--- src/hw/rtl/gtta_pkg.sv ---
// shared types, codes and constants of the gps trip telemetry accumulator
package gtta_pkg;

   localparam int unsigned CSR_IDX_W   = 2;
   localparam int unsigned CSR_DATA_W  = 32;
   localparam int unsigned DIV_CNT_W   = 7;

   localparam logic [CSR_IDX_W-1:0] CSR_BASE_DIST  = 2'd0;
   localparam logic [CSR_IDX_W-1:0] CSR_BASE_SPEED = 2'd1;
   localparam logic [CSR_IDX_W-1:0] CSR_BASE_ACCEL = 2'd2;
   localparam logic [CSR_IDX_W-1:0] CSR_BASE_DECEL = 2'd3;

   // milli-unit scale: mm per m, ms per s
   localparam logic [9:0]  MILLI         = 10'd1000;
   // x / 1000 == (x * RECIP_1000) >> RECIP_SHIFT for every 32-bit x
   localparam logic [31:0] RECIP_1000    = 32'h10624DD3;
   localparam int unsigned RECIP_SHIFT   = 38;
   localparam logic [19:0] AVG_MAX       = 20'hFFFFF;

   // iteration counts of the shared divider for each use
   localparam logic [DIV_CNT_W-1:0] ACC_ITERS  = 7'd29;
   localparam logic [DIV_CNT_W-1:0] AVG_ITERS  = 7'd20;

   typedef struct packed {
      logic        link_up;
      logic [31:0] fix_tick;
      logic [19:0] speed_kmh;
      logic [18:0] speed_ms;
   } req_word_type;

   typedef struct packed {
      logic [22:0]        trip_distance_m;
      logic signed [31:0] trip_max_speed;
      logic [19:0]        trip_avg_speed;
      logic signed [31:0] trip_max_accel;
      logic signed [31:0] trip_max_decel;
      logic [31:0]        life_distance_m;
      logic signed [31:0] life_max_speed;
      logic signed [31:0] life_max_accel;
      logic signed [31:0] life_max_decel;
   } rsp_word_type;

   typedef enum logic [3:0] {
      ST_IDLE,
      ST_CHECK,
      ST_STEP_SPLIT,
      ST_STEP_MUL,
      ST_STEP_RECIP,
      ST_STEP_ADD,
      ST_ACC_GO,
      ST_ACC_WAIT,
      ST_AVG_GO,
      ST_AVG_WAIT,
      ST_TRIP,
      ST_OUT
   } state_type;

   typedef enum logic [1:0] {
      DIV_ACC,
      DIV_AVG
   } div_sel_type;

   typedef struct packed {
      logic        capture;
      logic        commit;
      logic        step_split;
      logic        step_mul;
      logic        step_recip;
      logic        div_start;
      div_sel_type div_sel;
      logic        dist_add;
      logic        acc_update;
      logic        avg_fix;
      logic        avg_load;
      logic        trip_mul;
      logic        out_load;
   } cmd_type;

   typedef struct packed {
      logic drop;
      logic first;
      logic div_busy;
      logic avg_direct;
      logic out_free;
   } status_type;

endpackage

--- src/hw/rtl/gtta_control.sv ---
// sequencer that steps one fix through the datapath
module gtta_control import gtta_pkg::*; (
   input  logic       clock,
   input  logic       reset,
   input  logic       req_valid,
   output logic       req_ready,
   input  status_type status,
   output cmd_type    cmd
);

   state_type state_ff, state_in;

   always_comb begin
      state_in = state_ff;
      case (state_ff)
         ST_IDLE: begin
            if (req_valid) begin
               state_in = ST_CHECK;
            end
         end
         ST_CHECK: begin
            if (status.drop) begin
               state_in = ST_IDLE;
            end else if (status.first) begin
               state_in = ST_AVG_GO;
            end else begin
               state_in = ST_STEP_SPLIT;
            end
         end
         ST_STEP_SPLIT: state_in = ST_STEP_MUL;
         ST_STEP_MUL:   state_in = ST_STEP_RECIP;
         ST_STEP_RECIP: state_in = ST_STEP_ADD;
         ST_STEP_ADD:   state_in = ST_ACC_GO;
         ST_ACC_GO:     state_in = ST_ACC_WAIT;
         ST_ACC_WAIT: begin
            if (!status.div_busy) begin
               state_in = ST_AVG_GO;
            end
         end
         ST_AVG_GO: begin
            if (status.avg_direct) begin
               state_in = ST_TRIP;
            end else begin
               state_in = ST_AVG_WAIT;
            end
         end
         ST_AVG_WAIT: begin
            if (!status.div_busy) begin
               state_in = ST_TRIP;
            end
         end
         ST_TRIP:      state_in = ST_OUT;
         ST_OUT: begin
            if (status.out_free) begin
               state_in = ST_IDLE;
            end
         end
         default:      state_in = ST_IDLE;
      endcase
   end

   always_comb begin
      cmd       = '0;
      cmd.div_sel = DIV_ACC;
      req_ready = 1'b0;
      case (state_ff)
         ST_IDLE: begin
            req_ready   = 1'b1;
            cmd.capture = req_valid;
         end
         ST_CHECK: begin
            cmd.commit = !status.drop;
         end
         ST_STEP_SPLIT: begin
            cmd.step_split = 1'b1;
         end
         ST_STEP_MUL: begin
            cmd.step_mul = 1'b1;
         end
         ST_STEP_RECIP: begin
            cmd.step_recip = 1'b1;
         end
         ST_STEP_ADD: begin
            cmd.dist_add = 1'b1;
         end
         ST_ACC_GO: begin
            cmd.div_start = 1'b1;
            cmd.div_sel   = DIV_ACC;
         end
         ST_ACC_WAIT: begin
            cmd.acc_update = !status.div_busy;
         end
         ST_AVG_GO: begin
            cmd.div_sel   = DIV_AVG;
            cmd.avg_fix   = status.avg_direct;
            cmd.div_start = !status.avg_direct;
         end
         ST_AVG_WAIT: begin
            cmd.avg_load = !status.div_busy;
         end
         ST_TRIP: begin
            cmd.trip_mul = 1'b1;
         end
         ST_OUT: begin
            cmd.out_load = status.out_free;
         end
         default: ;
      endcase
   end

   always_ff @(posedge clock) begin
      if (reset) begin
         state_ff <= ST_IDLE;
      end else begin
         state_ff <= state_in;
      end
   end

endmodule

--- config.mk ---
export PLATFORM = sky130hd
export DESIGN_NAME = gtta_control
export DESIGN_NICKNAME = d
export VERILOG_FILES = /design/src/hw/rtl/gtta_pkg.sv /design/src/hw/rtl/gtta_control.sv
export SDC_FILE = /design/constraint.sdc
export NUM_CORES = 1
export LEC_CHECK = 0
export ABC_AREA = 1
export BUFFER_PORTS_ARGS = -buffer_cell sky130_fd_sc_hd__buf_2
export CORE_MARGIN = 8
export CORE_UTILIZATION = 30
export DETAILED_ROUTE_END_ITERATION = 12
export SLEW_MARGIN = 25
export SYNTH_ARGS = -nofsm -noshare
export SYNTH_HDL_FRONTEND = slang
export SYNTH_SLANG_ARGS = --single-unit
--- constraint.sdc ---
create_clock -name clock -period 1.1 [get_ports clock]
set_input_delay 0.22 -clock clock [delete_from_list [all_inputs] [get_ports clock]]
set_output_delay 0.22 -clock clock [all_outputs]
set_load 0.005 [all_outputs]
Word level (Yosys, flattened, before mapping):

Index checks and enable logic that the tools add are counted.

* equal/unequal tests: 15
* muxes and demuxes: 21
* reduce and logical (&&, ||, !) cells: 5

Operators with widths (count)
* case mux 4 bit (12 select lines): 1
* 2-to-1 mux 4 bit: 6
* == test 4 x 3 -> 1 bit (second input constant): 4
* == test 4 bit (second input constant): 4
* 2-to-1 mux 1 bit: 12
* == test 4 x 2 -> 1 bit (second input constant): 2
* != test 2 bit (second input constant): 4
* case mux 3 bit (2 select lines): 1
* == test 4 x 1 -> 1 bit (second input constant): 1
* zero test 4 bit: 1
* AND reduction 4 bit: 1
* zero test 1 bit: 3
* 2-to-1 mux 2 bit: 1

* register bits: 4
* input port bits: 8
* output and inout port bits: 15
* word-level logic and storage cells: 42

Logic depth before layout (Yosys ltp):

Gate-level depths: netlist (run 1).

* depth in word-level cells: 3
* depth in mapped cells: 8
* gate-level depth less buffers: 8

Worst setup path after synthesis (run 1):

OpenSTA, ideal clock, no wires.

* kind: register to output
* start: reg state_ff[3]
* end: out cmd[8] (netlist bit)
* arrival: 0.853 ns
* data required time: 0.880 ns
* slack: 0.027 ns
* stages on the path, launching flop included: 7
* buffers on the path: 0
* path through: dfxtp_1 inv_2 nor2_4 nand2_2 inv_2 nand2_2 nand2_1

RTL lines
* from (decl): RTL line gtta_control.sv:11 `state_type state_ff, state_in;`
* from (signal assigned): RTL line gtta_control.sv:115 `state_ff <= state_in;`
* to (decl): RTL line gtta_control.sv:8 `output cmd_type cmd`

==> summary.txt, run 1 <==
Logic synthesis
  • Post-synth EDFFs: 0
  • Largest area contributor in the netlist: nand2_1
  • Synth top area cells: nand2_1 22%, dfxtp_1 18%, nor2_1 13%, inv_1 8.5%, nand2_2 7.1%
  • Post-synth top area share: between 20% and 30%
  • Sequential share of the synthesized area: 18.2%
  • Post-Synthesis Cells: 85
  • Synth cell count leaders: 26 x nand2_1, 15 x nor2_1, 10 x inv_1
  • Mapped Nets: 93
  • Warnings, synthesis: 0
  • Avg Inst Size Synth: ~5.2 um^2
  • Post-synth top flop: dfxtp_1
  • Asr flop ratio synth: 0%
  • Cell area after synthesis: ~440 um^2
  • Most frequent cell after synthesis: nand2_1
  • Seq cells post-synth: 4
  • Post-synth cell types: 14

CTS
  • Clk sinks: 4
  • CTS max path bufs: 2
  • CTS Buf Count: 3
  • H-tree levels: 1
  • Hold buffers post-CTS: 0
  • Clk_lat worst skew: 230 ps
  • Clock-pin slew on the worst setup and hold paths: ~40 ps
  • CTS tree: yes
  • Clk root buf: clkbuf_4

Place
  • RePlAce Congestion: around 0.89
  • PortBufs: 21
  • Hpwl dp: ~1100 um

Pwr
  • Worst VDD drop: 0.797 mV
  • Cell area power density: around 1300 mW/mm^2
  • Total design power: 1.04 mW
  • Leakage: roughly 0.44 nW

Floorplan
  • Die ar.: 0.00295 mm^2
  • Core Box Area: 0.00144 mm^2
  • Die height: ~54 um
  • Die Width: approximately 54 um
  • I/O Pins: 23
  • Starting density of the core: 30.7%
  • Rows: 14

Detailed routing
  • DR pass1 iterations: 3
  • Total routed wirelength: between 1500 and 2000 um
  • DR iter-0 viols: 10
  • Via count: 640
  • Routed met3 length: about 94 um
  • Remaining DRCs: 0
  • Post-route ant nets: 0
  • Avg WL per Cell: around 12 um
  • Max layer used: met4
  • Vias per inst: roughly 4.7
  • WL met2: 868 um
  • M1 WL: 637 um

Finish
  • Biggest regs: state_ff (4)
  • N_diodes: 0
  • Area Growth Syn to Fin: 86.9%
  • Layout Utilization: a little under three fifths
  • Most flops, register: state_ff
  • Fill cells: about 140
  • Final Net Count: 130
  • Max FFs per register: 4
  • Layout cell share with drive strength beyond 1: a little under three quarters

GRT
  • Largest net degree at the start of global routing: 6
  • Initial antenna violation count: 0
  • Gr usage total: about a tenth
  • Global-route wire length before repair: 2290 um
  • Congestion Overflow GR: 0
  • Number of global-route vias before repair: 586

STA
  • Post-route setup TNS: -3670 ps
  • Hold Violations, Final: 0
  • Tmin final: 1380 ps
  • Fmax achieved: around 730 MHz
  • Final setup fails: 18
  • Setup ws final: -277 ps
  • Slew Limit Fails: 0
  • Clk_skew: between 1 and 1.5 ps
  • RSZ-0062 raised after global routing: true
  • Period utilization: 125%

Setup path
  • WS Path Type: register to output pin
  • Setup crit end kind: output pin
  • Critical path required time: around 880 ps
  • Worst EP arrival: around 1200 ps
  • CP Launch Type: register
  • Cell chain of the critical path: inv_4 > buf_4 > buf_6 > nand2_4 > nor2_4 > buf_2
  • Crit path largest cell delay: roughly 360 ps
  • Crit Path Max Fanout: 4
  • Slowest CP cell: dfxtp_4
  • R2r worst-path depth: 10

Hold path
  • Worst Hold Class: input pin to register
  • Min-Delay Path Depth: 2

Status
  • Status: finished, violations left
  • Failing checks: setup timing

Run
  • Max-cap viol count: 0
## cells by family (layout without fill, tap and decap cells)
logic type / count (synthesis) / after routing / share of synthesized area [%]
buffers and inverters: 16 / 51 / 14.5
flip-flops: 4 / 4 / 18.2
other: 1 / 1 / 0.851
AND/OR/NAND/NOR: 59 / 59 / 60.8
AO/OA/AOI/OAI: 5 / 5 / 5.68
## repair_timing
action,in CTS,in global routing
endpoints found under the hold margin,0,0
endpoints found under the setup margin,18,18
pin swaps,9,9
resized for setup,31,22
gates cloned,0,0
buffers inserted,4,3
## final timing paths
kind	slack [ps]	from	to
worst max-delay path	-280	state_ff[3]$_SDFFE_PP0P_	cmd[9]
worst max register to register	-260	state_ff[3]$_SDFFE_PP0P_	state_ff[1]$_SDFFE_PP0P_
worst min register to register	540	state_ff[3]$_SDFFE_PP0P_	state_ff[3]$_SDFFE_PP0P_
worst min-delay path	210	reset	state_ff[2]$_SDFFE_PP0P_
## worst max-delay path: cells and delay by family, from the launching register on
kind / cells / cell delay (ps)
flip-flops: 1 / 360
AND/OR/NAND/NOR: 2 / 180
buffers and inverters: 4 / 380
## per-stage QoR
step | instance area (um^2) | hold WS (ps) | cells | setup slack [ps]
2_1_floorplan | 440 | 289 | 85 | 27.1
3_3_place_gp | 596 | 430 | 126 | -126
3_5_place_dp | 596 | 435 | 126 | -135
4_1_cts | 724 | 177 | 133 | -263
5_1_grt | 823 | 213 | 136 | -325
6_report | 823 | 215 | 136 | -277
## area by class of cell
| type | instances | area, um^2 | area share (%) |
|---|---|---|---|
| Sequential cell | 4 | 95.1 | 11.6 |
| Timing Repair Buffer | 33 | 205 | 24.9 |
| Inverter | 15 | 66.3 | 8.05 |
| Multi-Input combinational cell | 65 | 414 | 50.3 |
| Tap cell | 16 | 20.0 | 2.43 |
| Clock buffer | 3 | 22.5 | 2.74 |
## cell usage in the layout (no fill, tap or decap)
cell type,instances
a21oi_2,4
nand2_1,16
nor2_4,10
nor2_2,2
inv_2,7
inv_4,4
buf_4,11
buf_6,2
nor3_2,3
inv_1,4
nand2_4,1
dfxtp_4,4
or2_2,1
conb_1,1
clkbuf_4,3
nand2_2,14
buf_2,20
nand3_1,4
nor2_1,8
a21oi_1,1
## power by group
part | switching, mW | internal (mW)
Clock | 0.0546 | 0.122
Sequential | 0.0658 | 0.179
Combinational | 0.350 | 0.268
## routing by layer
| layer | vias to the layer above | global-route usage, % |
|---|---|---|
| met3 | 4 | 1.09 |
| met4 | 0 | 8.61 |
| met2 | 16 | 17.7 |
| met5 | - | 0 |
| met1 | 293 | 10.7 |
| li1 | 327 | - |
(Power assumes the default switching activity.)
==> inputs of run 2 (changes only) <==
--- a/config.mk
+++ b/config.mk
@@ -5,7 +5,6 @@
 export SDC_FILE = /design/constraint.sdc
 export NUM_CORES = 1
 export LEC_CHECK = 0
-export ABC_AREA = 1
 export BUFFER_PORTS_ARGS = -buffer_cell sky130_fd_sc_hd__buf_2
 export CORE_MARGIN = 8
 export CORE_UTILIZATION = 30
==> run 2 against run 1 <==
The flow still finishes with violations (setup timing). Critical path depth grew 1. Worst hold slack gained 22 ps. Sequential share of layout area shrank 2.0 points. Wire length grew 28%. Flip-flop and latch count is the same. Cell count shrank 2.2%. Via count grew 9.8%. Power grew 80%. Sequential power grew 15%. Largest cell class unchanged.
==> summary.txt, run 2 <==
Status
  • Status: finished, violations left (unchanged)
  • Failing checks: setup timing (unchanged)

CTS
  • Clock-pin slew on the worst setup and hold paths: 40 ps (about the same)
  • Clk root buf: clkbuf_4 (unchanged)
  • CTS max path bufs: 2 (unchanged)
  • CTS Buf Count: 3 (unchanged)
  • H-tree levels: 1 (unchanged)
  • Clk sinks: 4 (unchanged)
  • CTS tree: yes (unchanged)
  • Clk_lat worst skew: 240 ps (was 230 ps)
  • Hold buffers post-CTS: 0 (unchanged)

STA
  • Fmax achieved: 610 MHz (was 726 MHz)
  • Hold slack: 237 ps (was 215 ps)
  • Tmin final: 1640 ps (was 1380 ps)
  • Slew Limit Fails: 0 (unchanged)
  • Hold Violations, Final: 0 (unchanged)
  • Final setup fails: 17 (was 18)
  • Clk_skew: 2.51 ps (was 1.22 ps)
  • Period utilization: 149% (was 125%)
  • RSZ-0062 raised after global routing: true (unchanged)
  • Setup ws final: -539 ps (was -277 ps)

Run
  • Max-cap viol count: 0 (unchanged)

Logic synthesis
  • Post-Synthesis Cells: 64 (was 85)
  • Warnings, synthesis: 0 (unchanged)
  • Sequential share of the synthesized area: 18.0% (was 18.2%)
  • Seq cells post-synth: 4 (unchanged)
  • Cell area after synthesis: 444 um^2 (was 440 um^2)
  • Largest area contributor in the netlist: dfxtp_1 (was nand2_1)
  • Post-synth EDFFs: 0 (unchanged)
  • Mapped Nets: 72 (was 93)
  • Post-synth top flop: dfxtp_1 (unchanged)
  • Synth cell count leaders: 7 x nor3_1, 6 x nor2_1, 5 x inv_1, 5 x nand2_1 (was 26 x nand2_1, 15 x nor2_1, 10 x inv_1)
  • Post-synth cell types: 32 (was 14)
  • Post-synth top area share: 18.0% (was 22.2%)
  • Asr flop ratio synth: 0% (unchanged)
  • Most frequent cell after synthesis: nor3_1 (was nand2_1)
  • Synth top area cells: dfxtp_1 18%, nor3_1 7.9%, nor2_1 5.1%, a21oi_1 4.5%, inv_1 4.2% (was nand2_1 22%, dfxtp_1 18%, nor2_1 13%, inv_1 8.5%, nand2_2 7.1%)
  • Avg Inst Size Synth: 6.94 um^2 (was 5.18 um^2)

Finish
  • Most common cell after layout, fill and taps aside: buf_4 (was buf_2)
  • Max FFs per register: 4 (unchanged)
  • Most frequent cells in the layout: 27 x buf_4, 20 x buf_2, 8 x buf_6 (was 20 x buf_2, 16 x nand2_1, 14 x nand2_2)
  • Area Growth Syn to Fin: 118% (was 86.9%)
  • Layout cell share with drive strength beyond 1: 76.1% (was 71.7%)
  • Final Net Count: 127 (was 130)
  • N_diodes: 0 (unchanged)
  • Final Cell Area: 970 um^2 (was 823 um^2)
  • Most flops, register: state_ff (unchanged)
  • Biggest regs: state_ff (4) (unchanged)

GRT
  • Busiest grt layer: met2 (unchanged)
  • Congestion Overflow GR: 0 (unchanged)
  • Initial antenna violation count: 0 (unchanged)
  • Met2 Use GR: 27.9% (was 17.7%)
  • Met3 usage: 2.17% (was 1.09%)
  • Grt met1 use: 14.5% (was 10.7%)
  • Global-route wire length before repair: 3170 um (was 2290 um)
  • Gr usage total: 14.3% (was 10.2%)
  • Largest net degree at the start of global routing: 8 (was 6)
  • Number of global-route vias before repair: 738 (was 586)

Place
  • Place WS: -301 ps (was -135 ps)
  • Cell area after placement: 692 um^2 (was 596 um^2)
  • RePlAce Congestion: 0.839 (was 0.885)
  • PortBufs: 21 (unchanged)
  • Hpwl dp: 1280 um (was 1080 um)

Detailed routing
  • Remaining DRCs: 0 (unchanged)
  • Via count: 703 (was 640)
  • Avg WL per Cell: 15.8 um (was 12.1 um)
  • DR iter-0 viols: 19 (was 10)
  • Post-route ant nets: 0 (unchanged)
  • DR pass1 iterations: 4 (was 3)
  • Total routed wirelength: 2100 um (was 1640 um)
  • Vias per inst: 5.29 (was 4.71)

Setup path
  • Slowest CP cell: or3_4 (was dfxtp_4)
  • Crit path largest cell delay: 350 ps (was 360 ps)
  • Cell chain of the critical path: buf_4 > buf_6 > inv_4 > nand2_4 > or3_4 > inv_2 > buf_6 (was inv_4 > buf_4 > buf_6 > nand2_4 > nor2_4 > buf_2)
  • Worst r2r src: state_ff[1]$_SDFFE_PP0P_ (was state_ff[3]$_SDFFE_PP0P_)
  • CP most frequent cell: buf_6
  • R2r worst-path depth: 8 (was 10)
  • Critical path required time: 880 ps (about the same)
  • Critical path's top delay family: buffers and inverters (unchanged)
  • Setup crit end kind: output pin (unchanged)
  • Crit path buf inv count: 5 (was 4)
  • Crit path from: state_ff[3]$_SDFFE_PP0P_ (unchanged)
  • Worst EP arrival: 1420 ps (was 1160 ps)
  • Crit Path Max Fanout: 3 (was 4)
  • CP Launch Type: register (unchanged)
  • WS Path Type: register to output pin (unchanged)
  • CP Depth: 7 (was 6)

Floorplan
  • Die ar.: 0.00297 mm^2 (was 0.00295 mm^2)
  • Die Width: 54.5 um (was 54.3 um)
  • Core Box Area: 0.00145 mm^2 (was 0.00144 mm^2)
  • Die height: 54.5 um (was 54.3 um)
  • Starting density of the core: 30.6% (was 30.7%)
  • Rows: 14 (unchanged)
  • I/O Pins: 23 (unchanged)

Hold path
  • Hold wc startpoint: reset (unchanged)
  • Worst Hold Class: input pin to register (unchanged)
  • Min-Delay Path Depth: 2 (unchanged)

Pwr
  • Cell area power density: 1930 mW/mm^2 (was 1260 mW/mm^2)
  • Leakage: 0.462 nW (was 0.442 nW)
  • Worst VDD drop: 0.989 mV (was 0.797 mV)
-- run 2: changes by cell type in the layout (fill, tap and decap cells not counted), moves of 6 or more --
cell,previous run,this run
buf_6,2,8
buf_4,11,27
nand2_2,14,1
nor2_4,10,3
nand2_1,16,3
-- run 2: worst paths after layout --
check | to | slack (ps)
worst max register to register | state_ff[1]$_SDFFE_PP0P_ | -470
worst min register to register | state_ff[2]$_SDFFE_PP0P_ | 540
worst min-delay path | state_ff[3]$_SDFFE_PP0P_ | 240
worst max-delay path | cmd[4] | -540
-- run 2: area by class of cell --
type | count | area [um^2]
inverter | 5 | 21.3
multi-input combinational | 50 | 420
clock buffer | 3 | 22.5
sequential | 4 | 92.6
tap | 16 | 20.0
fill | 117 | 484
timing repair buffer | 55 | 393
-- run 2: layer usage --
| metal | share of wire (%) | vias to the layer above |
|---|---|---|
| met5 | 0 | - |
| met4 | 2.5 | 0 |
| met3 | 4.9 | 7 |
| met2 | 53 | 24 |
| met1 | 40 | 336 |
| li1 | - | 336 |
-- run 2: power by group --
part | internal, mW | total, mW | switching (mW)
Sequential | 0.210 | 0.281 | 0.0703
Clock | 0.122 | 0.189 | 0.0662
Combinational | 0.757 | 1.40 | 0.642
Total | 1.09 | 1.87 | 0.779
-- run 2: kinds of logic after synthesis --
family / after synthesis / synth area share [%]
buf+inv: 10 / 12.4
flops: 4 / 18.0
compound gates: 13 / 21.7
other cells: 1 / 0.844
simple gates: 36 / 47.0
-- run 2: per-stage QoR --
step,power [mW],instances,util [%],TNS (ps)
after floorplan,0.789,64,-,-687
after global placement,1.16,115,47.6,-2610
after detailed placement,1.17,115,47.6,-2820
after CTS,1.71,131,61.6,-5920
after global routing,1.99,133,66.7,-7590
final,1.87,133,66.7,-6890
-- run 2: worst register-to-register path, stage by stage (launching register included) --
cell	delay (ps)
dfxtp_4	340
buf_4	130
buf_6	120
or2_4	260
nor3_4	120
buf_4	120
buf_4	90
a32oi_2	60
a311oi_2	220
-- run 2: what timing repair did --
action / CTS / global route
endpoints found under the hold margin: 0 / 0
cloned: 0 / 0
setup buffers: 13 / 3
resized for setup: 23 / 15
endpoints found under the setup margin: 18 / 18
pin swaps: 9 / 10
==> inputs of run 3 (changes only) <==
--- a/config.mk
+++ b/config.mk
@@ -6,9 +6,9 @@
 export NUM_CORES = 1
 export LEC_CHECK = 0
 export BUFFER_PORTS_ARGS = -buffer_cell sky130_fd_sc_hd__buf_2
-export CORE_MARGIN = 8
-export CORE_UTILIZATION = 30
+export CORE_AREA = 8 8 45 47
 export DETAILED_ROUTE_END_ITERATION = 12
+export DIE_AREA = 0 0 53 55
 export SLEW_MARGIN = 25
 export SYNTH_ARGS = -nofsm -noshare
 export SYNTH_HDL_FRONTEND = slang
==> run 3 against run 2 <==
Sequential power increased by 6%. Die area decreased by 1.8%. Via count shrank 2.0%. Register-to-register slack improved by 50 ps. Sequential share of layout area rose by 0.74 points. Worst hold slack better by 6.7 ps. Combinational power is 8% lower. Critical path depth shrank 3. The run still ends with setup timing left. Flip-flop and latch count stayed put. Count of clock-buffer cells in the layout unchanged. Clock power decreased by 4%. Non-clock buffer count down 7.
==> summary.txt, run 3 (synthesis results as in run 2) <==
Detailed routing
  • WL met2: 1090 um (was 1110 um)
  • Post-route ant nets: 0 (unchanged)
  • DR pass1 iterations: 4 (unchanged)
  • Routed met3 length: 249 um (was 102 um)
  • Via count: 689 (was 703)
  • Avg WL per Cell: 16.6 um (was 15.8 um)
  • Max layer used: met4 (unchanged)
  • Remaining DRCs: 0 (unchanged)
  • M1 WL: 701 um (was 830 um)
  • Total routed wirelength: 2090 um (was 2100 um)
  • DR iter-0 viols: 30 (was 19)
  • Vias per inst: 5.47 (was 5.29)

GRT
  • Gr usage total: 11.3% (was 14.3%)
  • Initial antenna violation count: 0 (unchanged)
  • Congestion Overflow GR: 0 (unchanged)
  • Number of global-route vias before repair: 587 (was 738)
  • Global-route wire length before repair: 2550 um (was 3170 um)
  • Largest net degree at the start of global routing: 11 (was 8)

Pwr
  • Switching pwr: 0.736 mW (was 0.779 mW)
  • Leakage: 0.437 nW (was 0.462 nW)
  • Sw Share: 41.6% (was 41.7%)
  • Combinational power share: 72.9% (was 74.9%)
  • Worst VDD drop: 0.711 mV (was 0.989 mV)
  • Sequential power share: 16.9% (was 15.0%)
  • Cell area power density: 1910 mW/mm^2 (was 1930 mW/mm^2)
  • Clock power share: 10.2% (was 10.1%)
  • Total design power: 1.77 mW (was 1.87 mW)
  • Pint: 1.03 mW (was 1.09 mW)

Finish
  • Most frequent cells in the layout: 21 x buf_4, 20 x buf_2, 6 x buf_6 (was 27 x buf_4, 20 x buf_2, 8 x buf_6)
  • Final Cell Area: 925 um^2 (was 970 um^2)
  • Biggest regs: state_ff (4) (unchanged)
  • Most common cell after layout, fill and taps aside: buf_4 (unchanged)
  • Final Net Count: 120 (was 127)
  • Layout cell share with drive strength beyond 1: 72.7% (was 76.1%)
  • Most flops, register: state_ff (unchanged)
  • Area Growth Syn to Fin: 108% (was 118%)
  • N_diodes: 0 (unchanged)
  • Max FFs per register: 4 (unchanged)
  • Fill cells: 102 (was 117)

Floorplan
  • I/O Pins: 23 (unchanged)
  • Die Width: 53 um (was 54.5 um)
  • Starting density of the core: 32.1% (was 30.6%)
  • Core Box Area: 0.00138 mm^2 (was 0.00145 mm^2)
  • Die height: 55 um (was 54.5 um)
  • Rows: 14 (unchanged)
  • Die ar.: 0.00292 mm^2 (was 0.00297 mm^2)

STA
  • Post-route setup TNS: -6360 ps (was -6890 ps)
  • Fmax achieved: 628 MHz (was 610 MHz)
  • Final setup fails: 17 (unchanged)
  • Slew Limit Fails: 0 (unchanged)
  • Setup ws final: -491 ps (was -539 ps)
  • Period utilization: 145% (was 149%)
  • Clk_skew: 3.85 ps (was 2.51 ps)
  • Tmin final: 1590 ps (was 1640 ps)
  • RSZ-0062 raised after global routing: true (unchanged)
  • Hold Violations, Final: 0 (unchanged)

CTS
  • Clk_lat worst skew: 240 ps (about the same)
  • CTS Buf Count: 3 (unchanged)
  • H-tree levels: 1 (unchanged)
  • Clk sinks: 4 (unchanged)
  • CTS max path bufs: 2 (unchanged)
  • Clk root buf: clkbuf_4 (unchanged)
  • CTS tree: yes (unchanged)
  • Clock-pin slew on the worst setup and hold paths: 30 ps (was 40 ps)

Status
  • Status: finished, violations left (unchanged)
  • Failing checks: setup timing (unchanged)

Setup path
  • Crit path largest cell delay: 350 ps (about the same)
  • Setup crit end kind: output pin (unchanged)
  • Worst EP arrival: 1370 ps (was 1420 ps)
  • Critical path required time: 880 ps (about the same)
  • Crit Path Max Fanout: 4 (was 3)
  • CP Launch Type: register (unchanged)
  • WS Path Type: register to output pin (unchanged)
  • Slowest CP cell: dfxtp_4 (was or3_4)
  • Cell chain of the critical path: or2b_1 > or3_1 > a21oi_2 > buf_2 (was buf_4 > buf_6 > inv_4 > nand2_4 > or3_4 > inv_2 > buf_6)

Place
  • Cell area after placement: 697 um^2 (was 692 um^2)
  • PortBufs: 21 (unchanged)
  • Hpwl dp: 1210 um (was 1280 um)
  • RePlAce Congestion: 0.827 (was 0.839)

Run
  • Max-cap viol count: 0 (unchanged)

Hold path
  • Worst Hold Class: input pin to register (unchanged)
run 3: area by class of cell:
| type | count | area, um^2 | share of cell area (%) |
|---|---|---|---|
| tap | 16 | 20.0 | 2.17 |
| timing repair buffer | 48 | 345 | 37.3 |
| sequential | 4 | 95.1 | 10.3 |
| multi-input combinational | 50 | 420 | 45.5 |
| clock buffer | 3 | 22.5 | 2.44 |
| inverter | 5 | 21.3 | 2.30 |
run 3: critical path, delay by kind of cell (launching register included):
family	cells	cell delay, ps
buffers and inverters	1	110
AND/OR/NAND/NOR	2	560
AO/OA/AOI/OAI	1	110
flip-flops	1	350
run 3: metrics by stage:
step / utilization (%) / worst slack (ps) / hold WS, ps / std cells
6_report: 66.8 / -491 / 244 / 126
5_1_grt: 66.8 / -562 / 259 / 126
4_1_cts: 59.9 / -487 / 219 / 123
3_5_place_dp: 50.4 / -295 / 454 / 114
3_3_place_gp: 50.4 / -277 / 454 / 114
2_1_floorplan: - / -217 / 282 / 64
run 3: power by group through the flow:
stage / sequential, mW / clock, mW / combinational, mW
after detailed placement: 0.285 / 0 / 0.897
after global placement: 0.289 / 0 / 0.892
after global routing: 0.305 / 0.195 / 1.38
after CTS: 0.281 / 0.187 / 1.12
final: 0.299 / 0.181 / 1.29
after floorplan: 0.242 / 0 / 0.547
run 3: repair_timing:
action,4_1_cts,5_1_grt
gates resized for setup,18,16
pin swaps,8,3
buffers inserted,6,3
hold buffers,0,0
endpoints found under the setup margin,18,18
run 3: layer usage:
metal,vias to the layer above,global-route usage [%]
met4,0,5.17
met5,-,0
met3,6,1.87
met1,316,12.1
met2,45,21.1
li1,322,-
run 3: final timing paths:
check,depth (start not counted),endpoint,start,slack [ps]
setup / recovery,4,cmd[8],state_ff[3]$_SDFFE_PP0P_,-490
hold / removal,2,state_ff[3]$_SDFFE_PP0P_,reset,240
setup reg to reg,7,state_ff[1]$_SDFFE_PP0P_,state_ff[3]$_SDFFE_PP0P_,-420
hold reg to reg,2,state_ff[0]$_SDFFE_PP0P_,state_ff[0]$_SDFFE_PP0P_,670
